[config.mk]
export PLATFORM = sky130hd
export DESIGN_NAME = bmf_ctrl
export DESIGN_NICKNAME = d
export VERILOG_FILES = /design/src/hw/rtl/bmf_pkg.sv /design/src/hw/rtl/bmf_ctrl.sv
export SDC_FILE = /design/constraint.sdc
export NUM_CORES = 1
export LEC_CHECK = 0
export ABC_AREA = 1
export BUFFER_PORTS_ARGS = -buffer_cell sky130_fd_sc_hd__buf_2
export CAP_MARGIN = 20
export CELL_PAD_IN_SITES_DETAIL_PLACEMENT = 1
export CELL_PAD_IN_SITES_GLOBAL_PLACEMENT = 2
export CORE_MARGIN = 4
export CORE_UTILIZATION = 29
export CTS_BUF_LIST = sky130_fd_sc_hd__clkbuf_2
export DETAILED_ROUTE_END_ITERATION = 6
export HOLD_SLACK_MARGIN = 0.12
export PLACE_DENSITY_LB_ADDON = 0.3
export SLEW_MARGIN = 20
export SYNTH_ARGS = -nofsm -noshare
export SYNTH_HDL_FRONTEND = slang
export SYNTH_SLANG_ARGS = --single-unit
[constraint.sdc]
create_clock -name clk -period 2.5 [get_ports clk]
set_clock_uncertainty 0.2 [all_clocks]
set_input_delay 0.125 -clock clk [delete_from_list [all_inputs] [get_ports clk]]
set_output_delay 0.125 -clock clk [all_outputs]
set_load 0.02 [all_outputs]
[src/hw/rtl/bmf_pkg.sv]
// Package: shared constants, types and fixed-point helpers for the MF SGD block
`default_nettype none
package bmf_pkg;
	localparam int USER_ROWS   = 1024;
	localparam int ITEM_ROWS   = 1024;
	localparam int MAX_FACTORS = 16;
	localparam int UW  = $clog2(USER_ROWS);
	localparam int IW  = $clog2(ITEM_ROWS);
	localparam int FW  = $clog2(MAX_FACTORS);
	localparam int UAW = UW + FW;
	localparam int IAW = IW + FW;
	localparam int CLR_ROWS = (USER_ROWS > ITEM_ROWS) ? USER_ROWS : ITEM_ROWS;
	localparam int CW  = $clog2(CLR_ROWS);

	localparam logic [1:0] KIND_LOAD    = 2'd0;
	localparam logic [1:0] KIND_TRAIN   = 2'd1;
	localparam logic [1:0] KIND_PREDICT = 2'd2;
	localparam logic [1:0] KIND_UNUSED  = 2'd3;

	localparam logic [2:0] REG_ALPHA  = 3'd0;
	localparam logic [2:0] REG_LAMBDA = 3'd1;
	localparam logic [2:0] REG_NF     = 3'd2;
	localparam logic [2:0] REG_USERS  = 3'd3;
	localparam logic [2:0] REG_ITEMS  = 3'd4;

	// multiplier operand select
	typedef enum logic [2:0] {
		M_UV, M_DECAY, M_DELTA, M_GRAD_U, M_GRAD_V, M_SQ, M_RES
	} mop_t;

	// adder operand select
	typedef enum logic [2:0] {
		A_BIAS, A_PRED, A_RES, A_DIFF, A_MOVE
	} aop_t;

	// datapath register write select
	typedef enum logic [3:0] {
		W_NONE, W_UB, W_IB, W_UF, W_IF, W_PRED, W_RES, W_PROD, W_DIFF, W_ACC,
		W_GRAD
	} wsel_t;

	typedef struct packed {
		logic       clr;
		logic       rd_bias;
		logic       rd_fac;
		logic [FW-1:0] slot;
		mop_t       mop;
		aop_t       aop;
		logic       sel_w_user;
		logic       sel_w_bias;
		wsel_t      wsel;
		logic       wr_ub;
		logic       wr_ib;
		logic       wr_uf;
		logic       wr_if;
		logic       sq_cap;
		logic       init_wr;
		logic [CW-1:0] init_row;
	} cmd_t;

	function automatic logic [31:0] sat32(input logic signed [63:0] x, output logic s);
		logic signed [63:0] mx, mn;
		mx = 64'sd2147483647;
		mn = -64'sd2147483648;
		s = 1'b0;
		if (x > mx) begin
			s = 1'b1;
			sat32 = 32'h7fffffff;
		end else if (x < mn) begin
			s = 1'b1;
			sat32 = 32'h80000000;
		end else begin
			sat32 = x[31:0];
		end
	endfunction
endpackage
`default_nettype wire

[src/hw/rtl/bmf_ctrl.sv]
// Controller: sequences predict and train requests over the datapath
`default_nettype none
module bmf_ctrl import bmf_pkg::*; (
	input  wire logic        clk,
	input  wire logic        arst_n,
	input  wire logic        go,
	input  wire logic        is_train,
	input  wire logic        oor,
	input  wire logic [4:0]  nf,
	input  wire logic        out_free,
	output cmd_t             cmd,
	output logic             busy,
	output logic             done
);
	typedef enum logic [4:0] {
		S_INIT, S_IDLE, S_RDB, S_LB, S_BSUM, S_FRD, S_FLD, S_FMUL, S_FADD,
		S_RES, S_SQ,
		S_BDEC, S_BDIFF, S_BDEL, S_BMOVE, S_BWR,
		S_URD, S_ULD, S_UGR, S_UDEC, S_UDIFF, S_UDEL, S_UMOVE, S_UWR,
		S_VGR, S_VDEC, S_VDIFF, S_VDEL, S_VMOVE, S_VWR,
		S_OUT
	} st_t;

	st_t st_q;
	logic [FW:0] k_q;
	logic [CW-1:0] init_q;
	logic        bu_q;
	logic        tr_q;
	logic        bwr_q, bwr_u_q;
	logic [FW:0] nfe;
	assign nfe = (nf > 5'(MAX_FACTORS)) ? (FW+1)'(MAX_FACTORS) : nf[FW:0];

	always_ff @(posedge clk or negedge arst_n) begin
		if (!arst_n) begin
			st_q <= S_INIT;
			k_q <= '0;
			init_q <= '0;
			bu_q <= 1'b0;
			tr_q <= 1'b0;
		end else begin
			case (st_q)
				S_INIT: begin
					init_q <= init_q + 1'b1;
					if (init_q == CW'(CLR_ROWS - 1)) st_q <= S_IDLE;
				end
				S_IDLE: if (go) begin
					tr_q <= is_train;
					st_q <= oor ? S_OUT : S_RDB;
				end
				S_RDB:  st_q <= S_LB;
				S_LB:   st_q <= S_BSUM;
				S_BSUM: begin
					k_q <= '0;
					st_q <= (nfe == '0) ? (tr_q ? S_RES : S_OUT) : S_FRD;
				end
				S_FRD:  st_q <= S_FLD;
				S_FLD:  st_q <= S_FMUL;
				S_FMUL: st_q <= S_FADD;
				S_FADD: begin
					k_q <= k_q + 1'b1;
					st_q <= (k_q + 1'b1 == nfe) ? (tr_q ? S_RES : S_OUT) : S_FRD;
				end
				S_RES:  st_q <= S_SQ;
				S_SQ:   begin bu_q <= 1'b1; st_q <= S_BDEC; end
				S_BDEC: st_q <= S_BDIFF;
				S_BDIFF: st_q <= S_BDEL;
				S_BDEL: st_q <= S_BMOVE;
				S_BMOVE: st_q <= S_BWR;
				S_BWR: begin
					bu_q <= 1'b0;
					k_q <= '0;
					if (bu_q) st_q <= S_BDEC;
					else st_q <= (nfe == '0) ? S_OUT : S_URD;
				end
				S_URD:  st_q <= S_ULD;
				S_ULD:  st_q <= S_UGR;
				S_UGR:  st_q <= S_UDEC;
				S_UDEC: st_q <= S_UDIFF;
				S_UDIFF: st_q <= S_UDEL;
				S_UDEL: st_q <= S_UMOVE;
				S_UMOVE: st_q <= S_UWR;
				S_UWR:  st_q <= S_VGR;
				S_VGR:  st_q <= S_VDEC;
				S_VDEC: st_q <= S_VDIFF;
				S_VDIFF: st_q <= S_VDEL;
				S_VDEL: st_q <= S_VMOVE;
				S_VMOVE: st_q <= S_VWR;
				S_VWR: begin
					k_q <= k_q + 1'b1;
					st_q <= (k_q + 1'b1 == nfe) ? S_OUT : S_URD;
				end
				S_OUT:  if (out_free) st_q <= S_IDLE;
				default: st_q <= S_IDLE;
			endcase
		end
	end

	// bias write lands in the cycle after S_BWR computes
	always_ff @(posedge clk or negedge arst_n) begin
		if (!arst_n) begin
			bwr_q <= 1'b0;
			bwr_u_q <= 1'b0;
		end else begin
			bwr_q <= (st_q == S_BWR);
			bwr_u_q <= bu_q;
		end
	end

	always_comb begin
		cmd = '0;
		cmd.mop = M_UV;
		cmd.aop = A_BIAS;
		cmd.wsel = W_NONE;
		cmd.slot = k_q[FW-1:0];
		case (st_q)
			S_IDLE:  cmd.clr = go;
			S_RDB:   cmd.rd_bias = 1'b1;
			S_LB:    cmd.wsel = W_UB;
			S_BSUM:  begin cmd.aop = A_BIAS; cmd.wsel = W_PRED; end
			S_FRD, S_URD: cmd.rd_fac = 1'b1;
			S_FLD, S_ULD: cmd.wsel = W_UF;
			S_FMUL:  begin cmd.mop = M_UV; cmd.wsel = W_PROD; end
			S_FADD:  begin cmd.aop = A_PRED; cmd.wsel = W_PRED; end
			S_RES:   begin cmd.aop = A_RES; cmd.wsel = W_RES; end
			S_SQ:    begin cmd.mop = M_SQ; cmd.sq_cap = 1'b1; end
			S_BDEC:  begin
				cmd.wsel = W_GRAD; cmd.mop = M_RES;
			end
			S_BDIFF: begin
				cmd.sel_w_bias = 1'b1; cmd.sel_w_user = bu_q;
				cmd.mop = M_DECAY; cmd.wsel = W_PROD;
			end
			S_BDEL:  begin cmd.aop = A_DIFF; cmd.wsel = W_DIFF; end
			S_BMOVE: begin cmd.mop = M_DELTA; cmd.wsel = W_PROD; end
			S_BWR:   begin
				cmd.sel_w_bias = 1'b1; cmd.sel_w_user = bu_q;
				cmd.aop = A_MOVE; cmd.wsel = W_ACC;
			end
			S_UGR:   begin cmd.mop = M_GRAD_U; cmd.wsel = W_GRAD; end
			S_UDEC:  begin cmd.sel_w_user = 1'b1; cmd.mop = M_DECAY; cmd.wsel = W_PROD; end
			S_UDIFF: begin cmd.aop = A_DIFF; cmd.wsel = W_DIFF; end
			S_UDEL:  begin cmd.mop = M_DELTA; cmd.wsel = W_PROD; end
			S_UMOVE: begin cmd.sel_w_user = 1'b1; cmd.aop = A_MOVE; cmd.wsel = W_ACC; end
			S_UWR:   cmd.wr_uf = 1'b1;
			S_VGR:   begin cmd.mop = M_GRAD_V; cmd.wsel = W_GRAD; end
			S_VDEC:  begin cmd.mop = M_DECAY; cmd.wsel = W_PROD; end
			S_VDIFF: begin cmd.aop = A_DIFF; cmd.wsel = W_DIFF; end
			S_VDEL:  begin cmd.mop = M_DELTA; cmd.wsel = W_PROD; end
			S_VMOVE: begin cmd.aop = A_MOVE; cmd.wsel = W_ACC; end
			S_VWR:   cmd.wr_if = 1'b1;
			default: ;
		endcase
		cmd.wr_ub = bwr_q && bwr_u_q;
		cmd.wr_ib = bwr_q && !bwr_u_q;
		cmd.init_wr = (st_q == S_INIT);
		cmd.init_row = init_q;
	end

	assign busy = (st_q != S_IDLE);
	assign done = (st_q == S_OUT);
endmodule
`default_nettype wire

# Word level (Yosys, flattened, before mapping)
# Index checks and enable logic that the tools add are counted.
# word_totals
out_inout_bits,37
regBits,24
wordCells,93
n_memories,0
mem_bits_ro,0
ramBits,0
inputBits,11
latchBits,0
# op_classes
n_mul,0
bitwise,0
muxes,25
div,0
n_reduce_logical,22
n_eq_ne,36
shift,0
n_lt_le_gt_ge,1
addsub,2
# op_table
cell,count
$pmux W5 S31,1
$eq A5 B5 Y1 const B,15
$mux W5,9
$eq A5 B4 Y1 const B,8
$pmux W4 S8,1
$eq A5 B3 Y1 const B,4
$pmux W3 S6,1
$reduce_or A3 Y1,5
$reduce_or A2 Y1,7
$pmux W3 S4,1
$add A10 B1 Y10 const B,1
$eq A10 B10 Y1 const B,1
$eq A5 B2 Y1 const B,2
$logic_not A5 Y1,2
$pmux W5 S2,1
$mux W4,2
$mux W1,7
$reduce_or A7 Y1,1
$add A5 B1 Y5 const B,1
$eq A5 B1 Y1 const B,1
$eq A5 B5 Y1,1
$gt A5 B5 Y1 const B,1
$ne A5 B1 Y1 const B,1
$ne A2 B2 Y1 const B,2
other kinds (7),10

# Logic depth before layout (Yosys ltp)
# logic_depth
word_depth,6
ltp_mapped,13

# Worst setup path after synthesis
# Ideal clock, no wire load.
# synth_path
path_kind,register to register
startpoint,register st_q[0]
endpoint,register st_q[0]
setup_time_ns,0.071
path_stages_with_launch,11
t_arrival_ns,1.781
path_buffers,1
period_less_slack_ns,2.053
slack_ns,0.447
path_cell_list,dfrtp_1 -> buf_4 -> inv_1 -> nand2_1 -> nor3_1 -> nand2_1 -> o21ai_2 -> a21oi_1 -> nand3_1 -> nor2_1 -> nor2_1
# synth_between
elab_chain_cells,3
word_cells_on_any_way,36
classes_between,eq/ne: 33; mux: 1; reduce/logical: 2
# synth_rtl
element,line,source
start: declaration,bmf_ctrl.sv:24,st_t st_q;
start signal: assignment,bmf_ctrl.sv:48,st_q <= oor ? S_OUT : S_RDB;
start signal: assignment,bmf_ctrl.sv:54,st_q <= (nfe == '0) ? (tr_q ? S_RES : S_OUT) : S_FRD;
start signal: assignment,bmf_ctrl.sv:61,st_q <= (k_q + 1'b1 == nfe) ? (tr_q ? S_RES : S_OUT) : S_FRD;
$eq A5 B5 Y1 *,-,
net done,bmf_ctrl.sv:13,output logic done
"parallel branches: the longest is 2 deep, another holds $pmux W5 S31",-,
# Mark *: on every way through the listed nets, which the timed path passes.
# A chain may end at the register's enable or synchronous reset.

==> summary.txt <==
Status -> finished, final reports clean
Crit-path max FO -> 6
FFs w/ async S/R, synth -> 100%
Aggregate global-route resource usage -> 16.9%
Final Non-Filler Cells -> 489
Max-slew violations -> 0
Worst EP arrival -> 2.08 ns
Top FF cell, synth -> dfrtp_1
Top-area cell type share of the netlist area -> 28.5%
Clock Pin Slew Worst Setup and Hold Paths -> 0.28 ns
Clock buffer depth -> 2
Post-synth net total -> 351
WHS Endpoint -> st_q[3]$_DFFE_PN0P_
Synth area leader -> dfrtp_1
Total congestion overflow -> 0
Post-synth EDFFs -> 0
Worst Tran Pin Value -> 0.445 ns
1st-iter DRT viols -> 140
TritonCTS Sinks -> 24
Final period util -> 96.1%
Top cells by area, synth -> dfrtp_1 (28%), nand2_1 (19%), nand3_1 (12%)
Mapped Cells -> 338
LEAKAGE -> 1.64 nW
First-pass GRT wire length -> 11800 µm
IR drop worst, VDD -> 0.000431 V
Net Switching -> 1.51 mW
Floorplan die height -> 93.3 µm
Vias in the first global route -> 2333
Sw Share -> 55.3%
Maximum number of pins on one net before global-route repair -> 25
Most common cell on crit path -> nand3_1
Placed cells -> 474
Flip-flop and latch area -> 604 µm²
CTS tree -> built
DP Wirelength -> 5640 µm
FF-to-FF End -> tr_q$_DFFE_PN0P_
Mean Syn Cell Area -> 6.24 µm²
R2R depth -> 7
Post-route DRC -> 0
Hold wc startpoint -> oor
Final Instance Area -> 2590 µm²
Rel. slew slack -> 70.3%
Synthesized area -> 2110 µm²
Fill count -> 971
Total Power -> 2.73 mW
Sequential share of power -> 25.0%
Post-route ant nets -> 0
Tmin final -> 2.40 ns
Area Growth Syn to Fin -> 22.7%
Comb power frac -> 64.8%
Highest clock rate -> 416 MHz
Initial antenna violation count -> 0
RSZ-0062 raised after global routing -> true
# diodes -> 0
Post-Route WL -> 7080 µm
Final setup viols -> 0
Share of layout cells above drive strength 1 -> 20.6%
Post-placement cell area -> 2420 µm²
Max incr delay on CP -> 0.54 ns
Post-DR vias/cell -> 4.83
Starting Density -> 30.4%
Core area -> 6940 µm²
NumNets Final -> 407
Hold crit path type -> primary input to flip-flop
Crit path max-delay family -> simple AND/OR/NAND/NOR gates
H-Tree Depth -> 1
Max Cap Viol -> 0
Clock Latency Late Sink -> 0.38 ns
WL per Instance -> 14.5 µm
Gp weighted congestion -> 0.896
Util after Layout -> 37.3%
Final setup TNS -> 0 ns
Cell Rows -> 30
Yosys warning total -> 0
Hold path depth -> 9
Kind of critical path -> flip-flop to output port
Flop2flop setup slack -> 0.19 ns
Post-synth cell types -> 29
Synth Register Bits -> 24
# IOs -> 48
PD cells -> 1050 nW/µm²
Crit start category -> flip-flop
DR pass1 iterations -> 4
Area of the multi-input gates -> 1270 µm²
Die Wd -> 93.3 µm
Seq/Total Area, Yosys -> 28.5%
Root buffer cell -> clkbuf_2
TritonCTS buffer count -> 3
PortBufs -> 47
Critical Path Sink Type -> output port
Die area -> 8700 µm²
Clock power frac -> 10.2%
Final Hold Viols -> 0
DR vias -> 2361
Internal -> 1.22 mW
Critical Path RT -> 2.17 ns
WP buf/inv -> 2
Slowest-stage cell, CP -> dfrtp_2
CP cell instances -> nand2_1 > inv_1 > nand3_1 > nand3_1 > nor3b_2 > nand4_1 > buf_2
Worst reg2reg startpoint -> st_q[0]$_DFFE_PN0P_
-- registers in the layout (all words and copies together) (netlist names) --
signal / count
k_q: 5
st_q: 5
bwr_u_q: 1
bu_q: 1
init_q: 10
bwr_q: 1
tr_q: 1
-- layout by cell type (no fill, tap or decap), types with 4 or more instances in the layout --
master         synthesis  final
dfrtp_1               24     21
nor3_1                 6      6
nand4_1               12     12
nor2_1                42     42
nor2_4                 4      4
nor2_2                 4      4
dlygate4sd3_1          0      7
buf_4                  7      5
nand3_1               49     49
o21ai_0                8      8
xor2_1                 4      4
nand2_1              105    105
buf_2                  2     47
xnor2_1                5      5
inv_1                 45     44
-- kinds of logic (layout without fill, tap and decap cells) --
kind of cell / count (synthesis) / count (layout) / share of synthesized area [%]
buffers and inverters: 56 / 111 / 11.3
DFF: 24 / 24 / 28.5
AOI/OAI and AO/OA: 15 / 15 / 3.91
and+or+nand+nor: 232 / 232 / 51.4
xor gates and xnor gates: 9 / 9 / 3.74
adders and majority gates: 2 / 2 / 1.19
-- worst max path at each step --
stage	slack, ns	startpoint	cells past startpoint	endpoint
after floorplan	0.45	st_q[0]$_DFFE_PN0P_	10	st_q[0]$_DFFE_PN0P_
after detailed placement	0.39	st_q[4]$_DFFE_PN0P_	8	st_q[0]$_DFFE_PN0P_
after global placement	0.30	st_q[4]$_DFFE_PN0P_	8	st_q[0]$_DFFE_PN0P_
final	0.1	st_q[2]$_DFFE_PN0P_	7	cmd[16]
after CTS	0.02	st_q[4]$_DFFE_PN0P_	6	cmd[16]
after global routing	-0.04	st_q[2]$_DFFE_PN0P_	7	cmd[18]
-- what timing repair did --
item | 4_1_cts | 5_1_grt
setup endpoints to repair | 3 | 9
resized for setup | 2 | 3
setup buffers | 0 | 3
hold buffers | 8 | 0
endpoints found under the hold margin | 30 | 0
-- worst reg2reg max path: cells and delay by family (launching register included) --
kind	cells	cell delay, ns
buf+inv	2	0.64
flops	1	0.54
compound gates	1	0.07
simple gates	4	0.81
-- stage by stage --
step	worst slack [ns]	hold slack [ns]
after floorplan	0.447	-0.371
after global placement	0.302	-0.0410
after detailed placement	0.388	-0.0430
after CTS	0.0242	0.142
after global routing	-0.0447	0.218
final	0.0987	0.140
-- power by group through the flow --
stage / Combinational [mW] / Clock, mW / Sequential, mW
6_report: 1.77 / 0.278 / 0.682
5_1_grt: 1.98 / 0.298 / 0.712
4_1_cts: 1.74 / 0.284 / 0.683
3_5_place_dp: 1.71 / 0 / 0.686
3_3_place_gp: 1.72 / 0 / 0.683
2_1_floorplan: 1.25 / 0 / 0.658
-- synthesized netlist by cell type, drive strengths merged, types with 3 or more instances --
| master | number |
|---|---|
| nand4 | 14 |
| nor2 | 51 |
| dfrtp | 24 |
| o21ai | 9 |
| buf | 9 |
| xnor2 | 5 |
| nand3 | 51 |
| nor3 | 6 |
| xor2 | 4 |
| a21oi | 3 |
| nand2 | 108 |
| inv | 46 |
-- metal layers --
metal | part of all wire (%) | track usage [%]
met5 | 0 | 0
met2 | 46 | 26.4
met3 | 5.2 | 2.57
met1 | 48 | 25.2
met4 | 0.73 | 1.83
-- final cells by class --
cell class	instances	share of cell area (%)
Timing Repair Buffer	60	14.0
Clock buffer	3	0.580
Inverter	47	6.96
Clock inverter	1	1.16
Tap cell	96	4.64
Multi-Input combinational cell	258	49.3
Sequential cell	24	23.4
(Power assumes the default switching activity.)
